==> src/hdl/keyed_segment_allocator_top_assert.svh <==
// ----------------------------------------------------------------------------
// keyed segment allocator assertion macros
// shared property forms, clocked on clk and disabled in reset
// ----------------------------------------------------------------------------
`ifndef KEYED_SEGMENT_ALLOCATOR_TOP_ASSERT_SVH
`define KEYED_SEGMENT_ALLOCATOR_TOP_ASSERT_SVH

// same-cycle implication
`define KSA_CHECK_NOW(label, ante, cons) \
    label: assert property (@(posedge clk) disable iff (!rst_n) (ante) |-> (cons)) \
        else $error("%m: same-cycle check failed");

// next-cycle implication
`define KSA_CHECK_NEXT(label, ante, cons) \
    label: assert property (@(posedge clk) disable iff (!rst_n) (ante) |=> (cons)) \
        else $error("%m: next-cycle check failed");

`endif

==> src/hdl/ksa_pkg.sv <==
// ----------------------------------------------------------------------------
// ksa_pkg
// payload types, control groups and constants of the segment allocator
// ----------------------------------------------------------------------------
package ksa_pkg;

    localparam int CFG_INDEX_W = 2;
    localparam int CFG_DATA_W  = 32;

    localparam logic [CFG_INDEX_W-1:0] REG_SEGMENT_BYTES   = 2'd0;
    localparam logic [CFG_INDEX_W-1:0] REG_SEGMENTS_IN_USE = 2'd1;

    localparam logic [31:0] SEGMENT_BYTES_RESET   = 32'd1048576;
    localparam logic [6:0]  SEGMENTS_IN_USE_RESET = 7'd64;

    localparam logic OP_ALLOC = 1'b0;
    localparam logic OP_FREE  = 1'b1;

    typedef struct packed {
        logic [31:0] topic;
        logic [31:0] partition;
        logic [31:0] segment_number;
    } ksa_key_t;

    typedef struct packed {
        logic        operation;
        logic [31:0] topic;
        logic [31:0] partition;
        logic [31:0] segment_number;
    } ksa_in_t;

    typedef struct packed {
        logic        ok;
        logic [5:0]  segment_index;
        logic [37:0] segment_offset;
        logic        free_available;
    } ksa_out_t;

    typedef struct packed {
        logic pop;
        logic push;
        logic init;
    } ksa_fl_ctl_t;

    typedef struct packed {
        logic empty;
        logic full;
        logic last;
    } ksa_fl_stat_t;

    typedef struct packed {
        logic alloc;
        logic release_key;
        logic init;
    } ksa_kt_ctl_t;

endpackage

==> src/hdl/ksa_ram.sv <==
// ----------------------------------------------------------------------------
// ksa_ram
// generic single write port, single read port ram with registered read
// ----------------------------------------------------------------------------
module ksa_ram #(
    parameter int WIDTH = 6,
    parameter int DEPTH = 64
) (
    input  logic                     clk,
    input  logic                     we,
    input  logic [$clog2(DEPTH)-1:0] waddr,
    input  logic [WIDTH-1:0]         wdata,
    input  logic [$clog2(DEPTH)-1:0] raddr,
    output logic [WIDTH-1:0]         rdata
);

    logic [WIDTH-1:0] mem [DEPTH];

    always_ff @(posedge clk)
    begin
        if (we)
        begin
            mem[waddr] <= wdata;
        end
        rdata <= mem[raddr];
    end

endmodule

==> src/hdl/ksa_free_list.sv <==
// ----------------------------------------------------------------------------
// ksa_free_list
// fifo of idle segment indexes with head prefetch and write tracking
// ----------------------------------------------------------------------------
module ksa_free_list #(
    parameter int NUM_SEGMENTS = 64
) (
    input  logic                              clk,
    input  logic                              rst_n,
    input  ksa_pkg::ksa_fl_ctl_t              ctl,
    input  logic [$clog2(NUM_SEGMENTS)-1:0]   push_data,
    input  logic [$clog2(NUM_SEGMENTS+1)-1:0] init_count,
    output logic [$clog2(NUM_SEGMENTS)-1:0]   head_data,
    output ksa_pkg::ksa_fl_stat_t             stat
);

    localparam int IW = $clog2(NUM_SEGMENTS);
    localparam int CW = $clog2(NUM_SEGMENTS + 1);
    localparam int RST_CNT = (NUM_SEGMENTS < int'(ksa_pkg::SEGMENTS_IN_USE_RESET)) ?
                             NUM_SEGMENTS : int'(ksa_pkg::SEGMENTS_IN_USE_RESET);
    localparam int RST_BASE = (RST_CNT == NUM_SEGMENTS) ? 0 : RST_CNT;

    logic [IW-1:0] head_reg, head_next;
    logic [IW-1:0] tail_reg, tail_next;
    logic [IW-1:0] base_reg, base_next;
    logic [CW-1:0] count_reg, count_next;
    logic [CW-1:0] wcount_reg, wcount_next;
    logic          init_sel_reg, init_sel_next;
    logic [IW-1:0] init_val_reg;
    logic          byp_sel_reg, byp_sel_next;
    logic [IW-1:0] byp_val_reg;
    logic [IW-1:0] ram_q;
    logic [IW:0]   head_ofs;
    logic          written;
    logic          do_push;

    function automatic logic [IW-1:0] wrap_inc(input logic [IW-1:0] x);
        wrap_inc = (x == IW'(NUM_SEGMENTS - 1)) ? '0 : x + 1'b1;
    endfunction

    assign do_push = ctl.push && !ctl.init;

    always_comb
    begin
        head_next   = head_reg;
        tail_next   = tail_reg;
        base_next   = base_reg;
        count_next  = count_reg;
        wcount_next = wcount_reg;
        if (ctl.init)
        begin
            head_next   = '0;
            base_next   = (init_count == CW'(NUM_SEGMENTS)) ? '0 : IW'(init_count);
            tail_next   = base_next;
            count_next  = init_count;
            wcount_next = '0;
        end
        else if (ctl.pop)
        begin
            head_next  = wrap_inc(head_reg);
            count_next = count_reg - 1'b1;
        end
        else if (ctl.push)
        begin
            tail_next  = wrap_inc(tail_reg);
            count_next = count_reg + 1'b1;
            if (wcount_reg != CW'(NUM_SEGMENTS))
            begin
                wcount_next = wcount_reg + 1'b1;
            end
        end
    end

    // position of the next head relative to the first tail slot since init
    always_comb
    begin
        if (head_next >= base_reg)
        begin
            head_ofs = {1'b0, head_next} - {1'b0, base_reg};
        end
        else
        begin
            head_ofs = {1'b0, head_next} + (IW+1)'(NUM_SEGMENTS) - {1'b0, base_reg};
        end
        written       = head_ofs < (IW+1)'(wcount_reg);
        init_sel_next = ctl.init || !written;
        byp_sel_next  = do_push && (tail_reg == head_next);
    end

    always_ff @(posedge clk or negedge rst_n)
    begin
        if (!rst_n)
        begin
            head_reg     <= '0;
            tail_reg     <= IW'(RST_BASE);
            base_reg     <= IW'(RST_BASE);
            count_reg    <= CW'(RST_CNT);
            wcount_reg   <= '0;
            init_sel_reg <= 1'b1;
            init_val_reg <= '0;
            byp_sel_reg  <= 1'b0;
        end
        else
        begin
            head_reg     <= head_next;
            tail_reg     <= tail_next;
            base_reg     <= base_next;
            count_reg    <= count_next;
            wcount_reg   <= wcount_next;
            init_sel_reg <= init_sel_next;
            init_val_reg <= head_next;
            byp_sel_reg  <= byp_sel_next;
        end
    end

    always_ff @(posedge clk)
    begin
        byp_val_reg <= push_data;
    end

    ksa_ram #(
        .WIDTH (IW),
        .DEPTH (NUM_SEGMENTS)
    ) u_ram (
        .clk   (clk),
        .we    (do_push),
        .waddr (tail_reg),
        .wdata (push_data),
        .raddr (head_next),
        .rdata (ram_q)
    );

    assign head_data  = byp_sel_reg ? byp_val_reg : (init_sel_reg ? init_val_reg : ram_q);
    assign stat.empty = (count_reg == '0);
    assign stat.full  = (count_reg == CW'(NUM_SEGMENTS));
    assign stat.last  = (count_reg == CW'(1));

endmodule

==> config.mk <==
export PLATFORM = sky130hd
export DESIGN_NAME = ksa_free_list
export DESIGN_NICKNAME = d
export VERILOG_FILES = /design/src/hdl/keyed_segment_allocator_top_assert.svh /design/src/hdl/ksa_pkg.sv /design/src/hdl/ksa_ram.sv /design/src/hdl/ksa_free_list.sv
export SDC_FILE = /design/constraint.sdc
export NUM_CORES = 1
export LEC_CHECK = 0
export ABC_AREA = 0
export BUFFER_PORTS_ARGS = -buffer_cell sky130_fd_sc_hd__buf_4
export CAP_MARGIN = 0
export CORE_MARGIN = 5
export CORE_UTILIZATION = 55
export DETAILED_ROUTE_END_ITERATION = 6
export GPL_TIMING_DRIVEN = 0
export PLACE_DENSITY = 0.74
export SLEW_MARGIN = 5
export SYNTH_ARGS = -nofsm -noshare
export SYNTH_HDL_FRONTEND = slang
export SYNTH_SLANG_ARGS = --single-unit
export TNS_END_PERCENT = 30
==> constraint.sdc <==
create_clock -name clk -period 4.9 [get_ports clk]
set_input_delay 0.49 -clock clk [delete_from_list [all_inputs] [get_ports clk]]
set_output_delay 0.49 -clock clk [all_outputs]
set_load 0.02 [all_outputs]
* Word level (Yosys, flattened, before mapping)
Memory sizes are Yosys's and may differ from the RTL's. A register that Yosys moved wholly into a read port is not among the register bits. Index checks and enable logic that the tools add are counted.
Storage, ports and cells: bits in registers 40, bits in latches 0, memory bits (writable) 384, bits in read-only memories 0, input port bits 18, output and inout bits 9, word-level logic and storage cells 58, memories kept 1
Memory list:
- u_ram.mem | depth 64, width 6, read ports 1, clocked after Yosys merged registers in 1, wr ports 1, RTL line ksa_ram.sv:17 | logic [WIDTH-1:0] mem [DEPTH];
Cells by class: add/sub/neg operators 8, $mul 0, divide/modulo/power cells 0, $lt $le $gt $ge 2, eq/ne operators 8, shift-type cells 0, muxes and demuxes 20, bitwise operators 0, reduce and logical (&&, ||, !) cells 11
Operators with widths (number):
- $mux 6 | 10
- $mux 7 | 8
- $add 7x1->7 const B | 2
- $eq 7x7->1 const B | 2
- $add 6x1->6 const B | 2
- $eq 6x6->1 const B | 2
- $add 6x7->7 const B | 1
- $eq 7x1->1 const B | 1
- $logic_not 7->1 | 1
- $lt 7x7->1 | 1
- $ne 7x7->1 const B | 1
- $sub 6x6->7 | 1
- $sub 7x1->7 const B | 1
- $sub 7x6->7 | 1
- $eq 6x6->1 | 1
- $ge 6x6->1 | 1
- $reduce_bool 2->1 | 2
- $reduce_and 3->1 | 1
- $reduce_bool 3->1 | 1
- $logic_and 1x1->1 | 2
- $logic_not 1->1 | 2
- $mux 1 | 2
- $ne 2x2->1 const B | 1
- $reduce_and 2->1 | 1
- $logic_or 1x1->1 | 1

* Depth between registers and ports, before layout
depth in word-level cells 10, mapped depth 24, depth with buffers taken out 20

* Modules after synthesis
Synthesis repeated with hierarchy kept, for this count alone.
Unflattened totals: cell total of the unflattened synthesis 1018, area, all modules 17874.6 um2
Modules (own cells, without submodules):
- ksa_ram | times used 1, cells an instance 720, area an instance 15225.9 um2, seq. area each 11651.2 um2
- ksa_free_list | times used 1, cells an instance 298, area an instance 2648.8 um2, seq. area each 973.4 um2

* Least setup slack after synthesis
OpenSTA, ideal clock, no wires.
path kind reg2reg, start register, netlist name init_val_reg[0], end register init_sel_reg, library setup time 0.079 ns, arrival time 4.343 ns, required time 4.821 ns, setup slack 0.478 ns, stages on the path, launching flop included 25, path buffers 4, period minus slack after synthesis 4.422 ns, cells stage by stage dfrtp_1 -> ha_1 -> a21boi_1 -> o21ai_4 -> inv_4 -> buf_2 -> buf_2 -> buf_2 -> buf_2 -> ha_1 -> a21oi_1 -> o21ai_0 -> a21oi_1 -> o21ai_0 -> a21oi_1 -> mux2_2 -> o21a_1 -> xnor2_1 -> ha_1 -> o21ai_0 -> nand2b_1 -> a21oi_1 -> nor2b_1 -> o21ai_0 -> nand2_1
RTL lines:
- end signal, assigned | RTL line ksa_free_list.sv:110 | init_sel_reg <= init_sel_next;
- end, declared | RTL line ksa_free_list.sv:28 | logic init_sel_reg, init_sel_next;

==> results_dict.tcl <==
set metrics [dict create \
    dr.pass1.iters 6 \
    wire_per_inst_um 26.1 \
    insertion_delay_ns 0.54 \
    power_mw 8.13 \
    first_global_vias 12009 \
    fp.dieW_um 191 \
    synth_common_cells "384 x edfxtp_1, 207 x nand2_1, 90 x nor2_1" \
    clock-sinks 430 \
    yosys.area.top_type_share_pct 64.3 \
    worstPathArrival_ns 5.10 \
    fin_crit_sh_pct 94.6 \
    start_util_pct 55.4 \
    min_from "init_count[6]" \
    flow.area_growth_from_synthesis_pct 12.2 \
    cts_htree_levels 2 \
    dpl_cell_area_sq_um 18700 \
    pre_cts_slack_ns -0.558 \
    fp.dieH_um 191 \
    multi_input_area_sq_um 4840 \
    setup_violations 0 \
    tightest_slew_ns 0.835 \
    synthTopCellsByArea "edfxtp_1 64%, dfrtp_1 4.5%, nand2_1 4.3%, o221ai_1 4.0%, nand3_1 2.2%" \
    path_class "flop to flop" \
    seq_area_sq_um 12600 \
    wl_met3_mm 5.85 \
    gp_congestion 0.957 \
    startpoint "init_val_reg[0]" \
    clkTransAtPathRegs_ns 0.06 \
    ant_nets 0 \
    grt_pass1_wl_mm 74.0 \
    antenna_cells 0 \
    drv_slew 0 \
    yosysTopAreaCell "edfxtp_1" \
    top_layer_used "met5" \
    endpoint "init_sel_reg" \
    synth-warning-count 0 \
    synth.distinct_cells 70 \
    required_ns 5.36 \
    cp_max_fo 20 \
    synthCells 1353 \
    synth_flop_cell "edfxtp_1" \
    p_leak_nw 6.67 \
    r2r_setup_slack_ns 0.26 \
    routedLengthMet1_mm 18.8 \
    fillers 2454 \
    core-area_sq_um 32400 \
    worst_setup_path_end_kind "flop" \
    dp_hpwl_mm 33.0 \
    drtIter0Drc 1579 \
    vias 12330 \
    cts_root_buf "clkbuf_16" \
    r2r_start "init_val_reg[0]" \
    die_area_sq_um 36300 \
    syn-cell-area_sq_um 17900 \
    overflow 0 \
    design_area_sq_um 20100 \
    grt_max_degree 66 \
    fin_worst_skew_ns 0.0113 \
    antenna_found_initial 0 \
    setup_ws_ns 0.263 \
    layout.nets 1463 \
    yosysMostFrequentCell "edfxtp_1" \
    via_per_inst 6.52 \
    grtUsageTotal_pct 27.1 \
    fmax_ghz 0.216 \
    hold_path_class "input pin to flop" \
    drive_gt1_share_pct 9.24 \
    maxCapViolations 0 \
    final_cells 1892 \
    ioPinCount 27 \
    finalHoldViolCount 0 \
    std_cell_rows 66 \
    slew_headroom_pct 44.3 \
    synth-edff-count 384 \
    hold_path_depth 3 \
    post-route-util_pct 62.1 \
    period_needed_ns 4.64 \
    startpoint_type "flop" \
    synth_seq_cells 430 \
    synth.avg_cell_area_sq_um 13.2 \
    dp_cells 1819 \
    port_buffers 23 \
    syn-num-nets 1393 \
    vdd_drop_max_mv 0.270 \
    cts_tree "built" \
    wl_met2_mm 22.4 \
    async_flop_share_pct 7.91 \
    rr_worst_depth 22 \
    cts_made_buffers 43 \
    wl_mm 49.3 \
    powerDensity_nw_per_um2 404 \
    cts_buffer_depth 3 \
    status "finished clean" \
    r2r-end "init_sel_reg" \
    largest_reg_flops 384 \
    ys_seq_area_share_pct 70.5 \
    drcViolationCount 0 \
]
-- what timing repair did --
| item | CTS | global route |
|---|---|---|
| gates cloned | 0 | 0 |
| setup buffers | 1 | 5 |
| endpoints found under the hold margin | 32 | 0 |
| setup endpoints to repair | 1 | 1 |
| hold buffers | 1 | 0 |
| resized for setup | 7 | 7 |
| pin swaps | 1 | 3 |
-- per-stage QoR --
| stage | hold slack (ns) | setup TNS [ns] |
|---|---|---|
| floorplan | 0.194 | 0 |
| global placement | 0.463 | -0.556 |
| detailed placement | 0.467 | -0.558 |
| CTS | 0.157 | 0 |
| global route | 0.173 | -0.0320 |
| finish | 0.163 | 0 |
-- per-layer routing --
layer | up-vias | track usage [%]
li1 | 5324 | -
met1 | 5992 | 38.6
met2 | 857 | 41.9
met3 | 155 | 5.69
met4 | 2 | 9.97
met5 | - | 0
-- report_power, final --
group          switching, mW  internal [mW]
Clock                   1.35           1.93
Combinational          0.551          0.227
Sequential            0.0290           4.04
-- worst max-delay path, cell delays in order (launching register included) --
cell and delay, ns:
dfrtp_2 0.46, ha_1 0.26, and3b_1 0.21, o21ai_4 0.36
inv_6 0.16, buf_4 0.24, buf_6 0.21, ha_1 0.36
a21oi_2 0.20, o21ai_0 0.11, a21oi_1 0.18, o21ai_0 0.09
a21oi_1 0.18, mux2_2 0.37, o21a_1 0.20, xnor2_1 0.13
ha_1 0.27, o21ai_0 0.08, nand2b_1 0.07, a21oi_1 0.14
nor2b_1 0.06, o21ai_0 0.14, nand2_1 0.08
-- cell usage in the layout (no fill, tap or decap), types with 17 or more instances in the layout --
| cell type | Yosys | final |
|---|---|---|
| ha_1 | 21 | 21 |
| xnor2_1 | 19 | 19 |
| buf_2 | 26 | 17 |
| nand2_1 | 207 | 207 |
| clkbuf_1 | 49 | 54 |
| a21oi_1 | 29 | 28 |
| dfrtp_1 | 32 | 31 |
| mux2i_1 | 21 | 21 |
| clkbuf_16 | 0 | 46 |
| o22ai_1 | 28 | 28 |
| o21ai_0 | 60 | 60 |
| nor2_1 | 90 | 90 |
| edfxtp_1 | 384 | 384 |
| a31oi_1 | 17 | 17 |
| nand3_1 | 78 | 78 |
| buf_4 | 1 | 32 |
| nand4_1 | 18 | 18 |
| o221ai_1 | 82 | 82 |
| inv_1 | 23 | 23 |
-- cell type report --
cell class                      count  share of cell area (%)
Clock buffer                       54                    5.92
Multi-Input combinational cell    809                    24.1
Timing Repair Buffer               31                    1.17
Tap cell                          442                    2.75
Sequential cell                   430                    62.8
Buffer                             83                    1.83
Clock inverter                     18                   0.995
Inverter                           25                   0.504
-- worst min path at each step --
stage                    to  slack, ns
2_1_floorplan   base_reg[0]       0.19
3_3_place_gp   count_reg[4]       0.46
3_5_place_dp   count_reg[4]       0.47
4_1_cts        count_reg[6]       0.16
5_1_grt        count_reg[6]       0.17
6_report       count_reg[6]       0.16
-- cells by family (layout without fill, tap and decap cells) --
logic type	count (synthesis)	count (layout)	synth area share (%)
muxes	24	24	1.45
AOI/OAI and AO/OA	279	279	11.1
and+or+nand+nor	458	458	11.5
DFF	430	430	70.5
buffers and inverters	114	211	2.60
adders and majority gates	22	22	1.58
xor gates and xnor gates	26	26	1.31
Note: power is estimated with default switching activity, not from simulation.
